==> src/hdl/mhcc_pkg.sv <==
// ----------------------------------------------------------------------------
// mhcc_pkg
// Shared constants for the multiplicative hash clash checker: data widths,
// result field widths, the configuration register map and the item codes.
// ----------------------------------------------------------------------------
package mhcc_pkg;

  // Data path widths.
  localparam int MulW  = 64;
  localparam int HalfW = 32;

  // Result field widths.
  localparam int SlotOutW  = 16;
  localparam int EntryOutW = 14;

  // Width of the trial tag kept beside each slot value.
  localparam int EpochW = 8;

  // Depth of the queue between the front and the back.
  localparam int QueueDepth = 4;

  // Defaults of the top level parameters.
  localparam int DefaultMaxIndexBits = 16;
  localparam int DefaultMaxEntries   = 16384;

  // Configuration port.
  localparam int ApbDataW  = 32;
  localparam int PaddrW    = 3;
  localparam int IndexCfgW = 5;
  localparam logic [IndexCfgW-1:0] IndexBitsReset = 5'd12;

  // Register index, taken from the word address.
  localparam logic RegIndexBits = 1'b0;

  // Item codes carried in the mode field.
  localparam logic ModeBegin = 1'b0;
  localparam logic ModeEntry = 1'b1;

endpackage

==> src/hdl/mhcc_queue.sv <==
// ----------------------------------------------------------------------------
// mhcc_queue
// Short first-in first-out queue that decouples the front from the back.
// ----------------------------------------------------------------------------
module mhcc_queue #(
  parameter int Width = 82
) (
  input  logic             clk_i,
  input  logic             rst_ni,
  input  logic             push_valid_i,
  output logic             push_ready_o,
  input  logic [Width-1:0] push_data_i,
  output logic             pop_valid_o,
  input  logic             pop_i,
  output logic [Width-1:0] pop_data_o
);
  import mhcc_pkg::*;

  localparam int PtrW = $clog2(QueueDepth);
  localparam int CntW = $clog2(QueueDepth + 1);

  logic [Width-1:0] store_q [QueueDepth];
  logic [PtrW-1:0]  wptr_q, rptr_q;
  logic [CntW-1:0]  count_q;
  logic             push, pop;

  assign push_ready_o = count_q != CntW'(QueueDepth);
  assign pop_valid_o  = count_q != '0;
  assign push         = push_valid_i && push_ready_o;
  assign pop          = pop_i && pop_valid_o;
  assign pop_data_o   = store_q[rptr_q];

  // Pointers and fill level.
  always_ff @(posedge clk_i or negedge rst_ni) begin
    if (!rst_ni) begin
      wptr_q  <= '0;
      rptr_q  <= '0;
      count_q <= '0;
    end else begin
      if (push) begin
        wptr_q <= wptr_q + 1'b1;
      end
      if (pop) begin
        rptr_q <= rptr_q + 1'b1;
      end
      if (push && !pop) begin
        count_q <= count_q + 1'b1;
      end else if (pop && !push) begin
        count_q <= count_q - 1'b1;
      end
    end
  end

  // Storage of the queued items.
  always_ff @(posedge clk_i) begin
    if (push) begin
      store_q[wptr_q] <= push_data_i;
    end
  end

endmodule

==> config.mk <==
export PLATFORM = sky130hd
export DESIGN_NAME = mhcc_queue
export DESIGN_NICKNAME = d
export VERILOG_FILES = /design/src/hdl/mhcc_pkg.sv /design/src/hdl/mhcc_queue.sv
export SDC_FILE = /design/constraint.sdc
export NUM_CORES = 1
export LEC_CHECK = 0
export BUFFER_PORTS_ARGS = -buffer_cell sky130_fd_sc_hd__buf_2
export CAP_MARGIN = 15
export CORE_ASPECT_RATIO = 1.5
export CORE_MARGIN = 2
export CORE_UTILIZATION = 45
export CTS_CLUSTER_DIAMETER = 120
export DETAILED_ROUTE_END_ITERATION = 7
export GPL_ROUTABILITY_DRIVEN = 0
export PLACE_DENSITY = 0.67
export SKIP_CTS_REPAIR_TIMING = 1
export SLEW_MARGIN = 25
export SYNTH_ARGS = -nofsm -noshare
export SYNTH_HDL_FRONTEND = slang
export SYNTH_SLANG_ARGS = --single-unit
==> constraint.sdc <==
create_clock -name clk_i -period 3.26 [get_ports clk_i]
set_clock_uncertainty 0.1 [all_clocks]
set_input_delay 0.163 -clock clk_i [delete_from_list [all_inputs] [get_ports clk_i]]
set_output_delay 0.163 -clock clk_i [all_outputs]
set_load 0.1 [all_outputs]
Word level (Yosys, flattened, before mapping) --
Memories as Yosys holds them, arrays and structs flattened. Cells that the tools add are included. W data, S select, Z words.
Storage, ports and cells: bits in latches 0, memories kept 1, output and inout bits 84, bits in writable memories 328, ROM bits 0, bits of input ports 86, register bits after elaboration 7
Operators by class: multipliers 0, multiplexer cells 4, bitwise logic cells 0, $lt $le $gt $ge 0, div/mod/pow operators 0, equality and inequality tests 1, reduce and logical (&&, ||, !) cells 8, shifts and indexed selects 0, add/subtract/negate cells 4
Memory list:
- store_q | words 4, width 82, read ports 1, clocked after Yosys merged registers in 0, write ports 1, RTL line mhcc_queue.sv:22 | logic [Width-1:0] store_q [QueueDepth];
Operators by type and width (count):
- $mux W3 | 2
- $add A2 B1 Y2 const B | 2
- $logic_and A1 B1 Y1 | 4
- $add A3 B1 Y3 const B | 1
- $ne A3 B3 Y1 const B | 1
- $reduce_bool A3 Y1 | 1
- $sub A3 B1 Y3 const B | 1
- $logic_not A1 Y1 | 2
- $mux W1 | 2
- $reduce_bool A2 Y1 | 1

Depth between registers and ports, before layout --
Gate-level depths: netlist of run 1.
depth in word-level cells 6, mapped depth 8

Worst setup path after synthesis of run 1 --
No wires, ideal clock.
path kind register to register, start point reg count_q[0], end point mem store_q[2][0] (enable), path slack 0.025 ns, data required time 2.711 ns, cell stages (with the launch flop) 4, path buffers 0, arrival time 2.685 ns, setup time 0.449 ns, cells stage by stage dfrtp_1 nor2_1 a21boi_2 and2_1
Between the ends: word-level cells in the longest chain between the ends 4
Ends and longest elaborated chain:
- start, declared | RTL line mhcc_queue.sv:24 | logic [CntW-1:0] count_q;
- start signal, assigned | RTL line mhcc_queue.sv:47 | count_q <= count_q + 1'b1;
- start signal, assigned | RTL line mhcc_queue.sv:49 | count_q <= count_q - 1'b1;
- $ne A3 B3 Y1 | RTL line mhcc_queue.sv:27 | assign push_ready_o = count_q != CntW'(QueueDepth);
- $logic_and A1 B1 Y1 | RTL line mhcc_queue.sv:29 | assign push = push_valid_i && push_ready_o;
- named net push | RTL line mhcc_queue.sv:25 | logic push, pop;
- $mux W1 | RTL line mhcc_queue.sv:56 | if (push) begin
- $mux W1 (not written as such) | RTL line mhcc_queue.sv:57 | store_q[wptr_q] <= push_data_i;
- end, declared | RTL line mhcc_queue.sv:22
The timed path passes the listed nets, and every way through them passes these cells.

Worst setup path in the final report of run 1 --
start point reg rptr_q[1], end point out pop_data_o[0]
Between the ends: word-level cells in the longest chain between the ends 1
Ends and longest elaborated chain:
- start, declared | RTL line mhcc_queue.sv:23 | logic [PtrW-1:0] wptr_q, rptr_q;
- start signal, assigned | RTL line mhcc_queue.sv:44 | rptr_q <= rptr_q + 1'b1;
- $mem_v2 Z4 W82
- end, declared | RTL line mhcc_queue.sv:15 | output logic [Width-1:0] pop_data_o
No other way between the ends.

==> metrics.cfg, run 1 <==
[outcome]
run_status = complete, no violations

[hold_path]
hold_ep = store_q[2][49]
min_from = push_data_i[49]
worstHoldPathType = in -> reg
hold-path-cell-count = 2

[worst_setup_path]
r2r-end = count_q[2]
crit-reg2reg-launch = count_q[0]
endpoint_kind = output pin
reg2reg_depth = 8
worst-path-max-fanout = 46
timing.critical_path.from_type = register
cp_data_required_time_ns = 3.00
criticalPathCategory = reg -> out
r2r_setup_slack_ns = 1.04
timing.critical_path.arrival_ns = 2.48

[detailed_routing]
via_per_inst = 5.233
ant_nets = 0
wire_length_per_cell_after_detailed_routing_um = 21.15
wirelength_um = 23440
dr_wl_met3_um = 1032
wl_met2_um = 12530
drt_iter0_drc = 415
detail_route.first_pass.iterations = 4
detail_route.drc_violations = 0
maxUsedRoutingLayer = met4
vias = 5798
met1Wirelength_um = 9072

[sta]
setup-tns-final_ns = 0
maxClockFrequency_mhz = 364.3
relative_slew_slack = 0.6011
period_minus_slack_ns = 2.745
finalCritPeriodShare = 0.8420
setup_viol = 0
tightest_slew_ns = 0.5983
final-hold-violation-count = 0
max_transition_viols_final = 0
unrepaired_setup_endpoints_after_global_routing = no

[synth]
syn-instance-count = 463
synth_top_family_by_area = multiplexers
synth_simple_gate_area_frac = 0.004191
syn-num-nets = 555
synth_fa_ha_area_frac = 0.006746
netlist_area_mm2 = 0.01224
post_synth_xor_area_fraction = 0.004293
yosys_warnings = 0
syn_avg_cell_area_um2 = 26.44
netlist-cell-type-count = 19
synth.yosys.seq_area_share = 0.8190
synth-compound-area-share = 0.0009200
synth.mux.area_fraction = 0.1527
postSynthRegisterBits = 335

[floorplanning]
fp.dieW_um = 138.7
fp.dieArea_mm2 = 0.02856
placement_rows = 73
core_box_area_mm2 = 0.02667
floorplan.initialDensity = 0.4590
num_io_pins = 170
die_h_um = 206.0

[clock_network]
clock_buffers_created_by_tritoncts = 31
cts.htree.levels = 1
clkTransAtPathRegs_ns = 0.06
tritoncts = built
cts-root-to-sink-buffers = 3
number_of_clock_sinks = 335
clockRootBuffer = clkbuf_16
clkLatencyLatePin_ns = 0.54

[global_routing]
globalRouteOverflowTotal = 0
grt_antenna_before_repair = 2
first_global_vias = 5970
grt_pass1_wl_um = 34560
grt_max_degree = 47
grt_util_all_layers = 0.1590

[final_layout]
finalNetCount = 837
synthToLayoutAreaGrowth_pct = 26.11
post_route_cells_drive_above_1_share = 0.4070
final_cell_mix = 328 x edfxtp_1, 169 x buf_2, 86 x dlygate4sd3_1, 82 x mux4_2, 31 x clkbuf_16
final_common_cell = edfxtp_1

[flow_run]
timing.max_cap.violations = 0

[place]
port_buffers = 169
post-dp-hpwl_um = 14450

-- layer usage --
| metal | track usage | vias up |
|---|---|---|
| li1 | - | 2555 |
| met1 | 0.1885 | 3028 |
| met2 | 0.2827 | 170 |
| met3 | 0.02734 | 45 |
| met5 | 0 | - |
| met4 | 0.07937 | 0 |
-- per-stage QoR --
step | instances | setup slack [ns] | utilization | area (um^2) | hold slack, ns
2_1_floorplan | 463 | 0.02523 | - | 12240 | -0.2326
3_3_place_gp | 963 | 1.082 | 0.5086 | 13570 | -0.09591
3_5_place_dp | 963 | 1.004 | 0.5086 | 13570 | -0.08994
4_1_cts | 1020 | 0.4772 | 0.5463 | 14570 | -0.6772
5_1_grt | 1108 | 0.4269 | 0.5788 | 15440 | 0.2582
6_report | 1108 | 0.5152 | 0.5788 | 15440 | 0.2636
-- sequential cells by signal (all words and copies together), names as in the netlist --
signal,flops
wptr_q,2
store_q,328
rptr_q,2
count_q,3
-- worst max path at each step --
stage / startpoint / endpoint / slack [ns]
after floorplan: count_q[0] / store_q[2][0] / 0.03
after global routing: rptr_q[1] / pop_data_o[30] / 0.43
after global placement: rptr_q[1] / pop_data_o[80] / 1.08
final: rptr_q[1] / pop_data_o[0] / 0.52
after detailed placement: count_q[0] / store_q[0][59] / 1.00
after CTS: rptr_q[1] / pop_data_o[30] / 0.48
-- cells in the mapped netlist, drive strengths merged --
library cell,number,area (um^2)
mux4,82,1847
inv,3,11.26
clkbuf,1,3.750
mux2,2,22.52
dfrtp,7,175.2
edfxtp,328,9849
fa,1,20.02
or3,1,6.260
ha,5,62.56
nand2,2,7.510
nor2,2,7.510
nand3,1,5.000
buf,17,133.9
and2,4,25.02
xnor2,4,35.03
xor2,2,17.52
a21boi,1,11.26
-- cells by family (layout without fill, tap and decap cells) --
kind of cell    Yosys count  count (layout)
other cells               0               2
fa+ha+maj                 6               6
mux                      84              84
compound gates            1               1
xor+xnor                  6               6
buf+inv                  21             327
simple gates             10              10
flops                   335             335
-- final cells by class --
class | instances | area [um^2]
Fill cell | 1989 | 11230
Sequential cell | 335 | 10030
Multi-Input combinational cell | 107 | 2077
Timing Repair Buffer | 267 | 1884
Clock buffer | 45 | 838.3
Tap cell | 337 | 421.7
Clock inverter | 12 | 166.4
Inverter | 3 | 11.26
Antenna cell | 2 | 5.005
-- worst max-delay path: stages (launching register included) --
cell     delay [ns]
dfrtp_4        0.80
buf_12         0.33
mux4_2         0.25
buf_2          0.47
Power of run 1 is not shown: default switching activity piles up to over one toggle a cycle in this logic, so the estimate is an artifact.
==> run 2: changes to the inputs <==
ABC_AREA = 1   (was unset)
clock period = 2.5 ns   (was 3.26 ns; I/O delays follow)
==> run 2 against run 1 <==
Against the previous run:
- synthesized cell count is 120% higher
- final area is 13% higher
- first-iteration DRC count decreased by 19%
- routed wire length increased by 16%
- count of clock-buffer cells in the layout unchanged
- synthesized area grew 11%
- flip-flop and latch count did not move
- register-to-register slack got worse by 0.45 ns
- utilization grew 1.3 points
- sequential share of layout area shrank 7.7 points
- critical path type unchanged
- highest routed layer unchanged
==> metrics.cfg, run 2 <==
[sta]
final-hold-violation-count = 0
post_layout_worst_setup_margin_ns = 0.1083
unrepaired_setup_endpoints_after_global_routing = yes
period_minus_slack_ns = 2.392
setup_viol = 0
tightest_slew_ns = 0.5572
setup-tns-final_ns = 0
max_transition_viols_final = 0
finalCritPeriodShare = 0.9567
maxClockFrequency_mhz = 418.1
relative_slew_slack = 0.6285

[clock_network]
clock_buffers_created_by_tritoncts = 31
cts.htree.levels = 1
clkTransAtPathRegs_ns = 0.06
number_of_clock_sinks = 335
clockRootBuffer = clkbuf_16
cts-root-to-sink-buffers = 3
clkLatencyLatePin_ns = 0.57
tritoncts = built

[worst_setup_path]
cp_data_required_time_ns = 2.28
worst-path-max-fanout = 58
crit-reg2reg-launch = count_q[0]
criticalPathCategory = reg -> out
worstSetupStartpoint = rptr_q[0]
r2r-end = count_q[1]
timing.critical_path.from_type = register
reg2reg_depth = 9
endpoint_kind = output pin
critPathCapture = pop_data_o[23]
timing.critical_path.arrival_ns = 2.17
r2r_setup_slack_ns = 0.59

[synth]
syn-num-nets = 1108
ys_dominant_reg_cell = edfxtp_1
post_synth_most_frequent_cells = 328 x edfxtp_1, 263 x nand2_1, 179 x inv_1
synth-async-reset-ratio = 0.02090
synth.yosys.seq_area_share = 0.7391
netlist_area_mm2 = 0.01356
synth.largest_area_cell = edfxtp_1
synth_enable_flop_cells = 328
count_leader_synth = edfxtp_1
yosys_warnings = 0
syn-instance-count = 1016
netlist-cell-type-count = 17
synth.top_cells.by_area = edfxtp_1 73%, o211ai_1 9.1%, nand2_1 7.3%, inv_1 5.0%, buf_6 2.7%
netlist.area_leader.share = 0.7262
postSynthRegisterBits = 335
syn_avg_cell_area_um2 = 13.35

[final_layout]
register_area_mm2 = 0.01003
filler_cell_count = 2222
insertedDiodeCount = 0
largest_registers = store_q (328), count_q (3)
largest_register = store_q
final_core_utilization = 0.5915
post_route_cells_drive_above_1_share = 0.1890
finish.cell_count_without_fillers = 1691
final_common_cell = edfxtp_1
synthToLayoutAreaGrowth_pct = 28.99
multi_input_area_mm2 = 0.002435
finalNetCount = 1363
final_cell_mix = 328 x edfxtp_1, 262 x nand2_1, 176 x inv_1, 164 x o211ai_1, 89 x buf_2
largest_register_ff_count = 328

[floorplanning]
die_h_um = 216.6
floorplan.initialDensity = 0.4586
core_box_area_mm2 = 0.02958
num_io_pins = 170
placement_rows = 77
fp.dieW_um = 145.8
fp.dieArea_mm2 = 0.03157

[detailed_routing]
wirelength_um = 27140
via_per_inst = 4.916
ant_nets = 0
wire_length_per_cell_after_detailed_routing_um = 16.05
detail_route.first_pass.iterations = 5
drt_iter0_drc = 337
vias = 8313
detail_route.drc_violations = 0

[global_routing]
grt_pass1_wl_um = 40810
grt_util_all_layers = 0.1647
first_global_vias = 7944
grt_antenna_before_repair = 0
globalRouteOverflowTotal = 0
grt_max_degree = 59

[place]
port_buffers = 169
placed_instances = 1547
place_worst_setup_slack_ns = 0.5865
post-dp-hpwl_um = 15580

[hold_path]
min_from = push_data_i[41]
worstHoldPathType = in -> reg

[flow_run]
timing.max_cap.violations = 0

[outcome]
run_status = complete, no violations

-- run 2: stage by stage --
stage / hold WS [ns] / instance area (um^2)
final: 0.2033 / 17490
after global routing: 0.1909 / 17490
after CTS: -0.7367 / 16510
after detailed placement: -0.1211 / 15510
after global placement: -0.1243 / 15510
after floorplan: -0.2706 / 13630
-- run 2: how the worst min path moves through the flow --
stage | slack, ns | to | depth (start not counted)
6_report | 0.20 | store_q[0][41] | 2
5_1_grt | 0.19 | store_q[0][41] | 2
4_1_cts | -0.74 | wptr_q[1] | 1
3_5_place_dp | -0.12 | rptr_q[1] | 1
3_3_place_gp | -0.12 | rptr_q[1] | 1
2_1_floorplan | -0.27 | count_q[0] | 0
-- run 2: cells by family after synthesis --
family / synth area share
AND/OR/NAND/NOR: 0.07694
flip-flops: 0.7391
adder cells (fa/ha/maj): 0.006089
AO/OA/AOI/OAI: 0.09114
buffers and inverters: 0.08607
XOR/XNOR: 0.0006459
-- run 2: per-layer routing --
metal,track usage,up-vias,wire length [um]
met4,0.07484,0,734
li1,-,4059,-
met3,0.02821,49,1197
met1,0.1843,4019,10520
met2,0.3049,186,14680
met5,0,-,0
-- run 2: cell type report --
| class | count | area share |
|---|---|---|
| inverters | 180 | 0.04019 |
| multi-input cells | 447 | 0.1392 |
| well taps | 395 | 0.02825 |
| flip-flops and latches | 335 | 0.5732 |
| clock inverters | 13 | 0.008296 |
| repair buffers | 276 | 0.1618 |
| clock buffers | 45 | 0.04906 |
-- run 2: worst max-delay path, stage by stage, from the launching register on --
cell and delay, ns:
dfrtp_1 0.41, bufinv_16 0.36, buf_12 0.24, nand2_1 0.09, o211ai_1 0.11, nand2_1 0.09, clkbuf_4 0.28
Power of run 2 is left out for the same reason.
==> run 3: changes to the inputs <==
CORE_MARGIN = unset   (was 2)
==> run 3 against run 2 <==
Against the previous run:
- critical path depth down 2
- count of clock-buffer cells in the layout is 7 lower
- cell count up 0.18%
- via count rose by 0.17%
- setup slack got worse by 0.041 ns
- die area is 2.3% lower
- largest cell class unchanged
- register-to-register slack worse by 0.05 ns
- critical endpoint is now pop_data_o[2]
- flip-flop and latch count unchanged
- routed wire length up 0.32%
- first-iteration DRC count down 17%
==> metrics.cfg, run 3 (synthesis gave the netlist of run 2 again) <==
[sta]
tightest_slew_ns = 0.5299
max_transition_viols_final = 0
period_minus_slack_ns = 2.433
relative_slew_slack = 0.6467
finalCritPeriodShare = 0.9732
final-hold-violation-count = 0
maxClockFrequency_mhz = 411.0
setup_viol = 0

[final_layout]
final_core_utilization = 0.5734
largest_register = store_q
insertedDiodeCount = 0
finalNetCount = 1368
post_route_cells_drive_above_1_share = 0.1940
synthToLayoutAreaGrowth_pct = 25.04
filler_cell_count = 2339
register_area_mm2 = 0.01003
final_common_cell = edfxtp_1
largest_registers = store_q (328), count_q (3)
largest_register_ff_count = 328
multi_input_area_mm2 = 0.002435
final_cell_mix = 328 x edfxtp_1, 262 x nand2_1, 176 x inv_1, 164 x o211ai_1, 96 x buf_2

[worst_setup_path]
worstSetupStartpoint = rptr_q[1]
criticalPathCategory = reg -> out
endpoint_kind = output pin
timing.critical_path.from_type = register
reg2reg_depth = 10
cp_data_required_time_ns = 2.28
crit-reg2reg-launch = count_q[2]
cpPeakStageDelay_ns = 0.44
critical_path.slowest_cell = dfrtp_4
r2r_setup_slack_ns = 0.54
timing.critical_path.arrival_ns = 2.21
worst-path-max-fanout = 83
r2r-end = count_q[2]
critPathCapture = pop_data_o[2]
crit_chain = buf_12 > o211ai_1 > nand2_1 > buf_2

[clock_network]
clock_buffers_created_by_tritoncts = 31
clockRootBuffer = clkbuf_16
clkLatencyLatePin_ns = 0.56
tritoncts = built
cts-root-to-sink-buffers = 3
clkTransAtPathRegs_ns = 0.06
cts.htree.levels = 1
number_of_clock_sinks = 335

[flow_run]
timing.max_cap.violations = 0

[detailed_routing]
detail_route.first_pass.iterations = 5
detail_route.drc_violations = 0
ant_nets = 0
vias = 8327
wirelength_um = 27220
drt_iter0_drc = 281
via_per_inst = 4.916
wire_length_per_cell_after_detailed_routing_um = 16.07

[global_routing]
first_global_vias = 7743
grt_util_all_layers = 0.1703
grt_max_degree = 84
grt_pass1_wl_um = 39900
grt_antenna_before_repair = 0
globalRouteOverflowTotal = 0

[floorplanning]
fp.dieW_um = 143.8
num_io_pins = 170
floorplan.initialDensity = 0.4586
fp.dieArea_mm2 = 0.03085
die_h_um = 214.6
core_box_area_mm2 = 0.02958
placement_rows = 77

[place]
port_buffers = 169
post-dp-hpwl_um = 15250

[outcome]
run_status = complete, no violations

[hold_path]
worstHoldPathType = in -> reg

[run 3: area by class of cell]
| class | count | area share |
|---|---|---|
| Clock buffer | 38 | 0.04729 |
| Clock inverter | 18 | 0.01291 |
| Inverter | 180 | 0.04154 |
| Multi-Input combinational cell | 447 | 0.1436 |
| Sequential cell | 335 | 0.5914 |
| Tap cell | 395 | 0.02914 |
| Timing Repair Buffer | 279 | 0.1331 |
| Timing Repair inverter | 2 | 0.001033 |
[run 3: worst min-delay path by stage]
| stage | startpoint | end | slack, ns | depth (start not counted) |
|---|---|---|---|---|
| global placement | rst_ni | count_q[0] | -0.13 | 1 |
| floorplan | rst_ni | count_q[0] | -0.27 | 0 |
| global route | push_data_i[65] | store_q[1][65] | 0.19 | 2 |
| finish | push_data_i[65] | store_q[2][65] | 0.21 | 2 |
| CTS | rst_ni | count_q[0] | -0.72 | 1 |
| detailed placement | rst_ni | count_q[0] | -0.12 | 1 |
[run 3: per-stage QoR]
step                hold slack (ns)  setup WS (ns)  std cells  instance area, um^2  setup TNS [ns]
floorplan                   -0.2706        -0.1353       1016                13630          -39.07
global placement            -0.1290         0.5387       1550                14860               0
detailed placement          -0.1189         0.5103       1550                14860               0
CTS                         -0.7243        -0.1029       1606                15880          -2.411
global route                 0.1909      -0.005440       1694                16960       -0.006060
finish                       0.2126        0.06694       1694                16960               0
[run 3: per-layer routing]
metal | part of all wire | global-route usage | wire length, um
met5 | 0 | 0 | 0
met4 | 0.034 | 0.07695 | 916
met3 | 0.041 | 0.02702 | 1123
met2 | 0.54 | 0.3199 | 14610
met1 | 0.39 | 0.1832 | 10570
[run 3: worst max-delay path: cells and delay by family (launching register included)]
family                 cells  cell delay (ns)
flip-flops                 1             0.44
buffers and inverters      2             0.75
AND/OR/NAND/NOR            1             0.13
AO/OA/AOI/OAI              1             0.17
Power of run 3 is left out for the same reason.
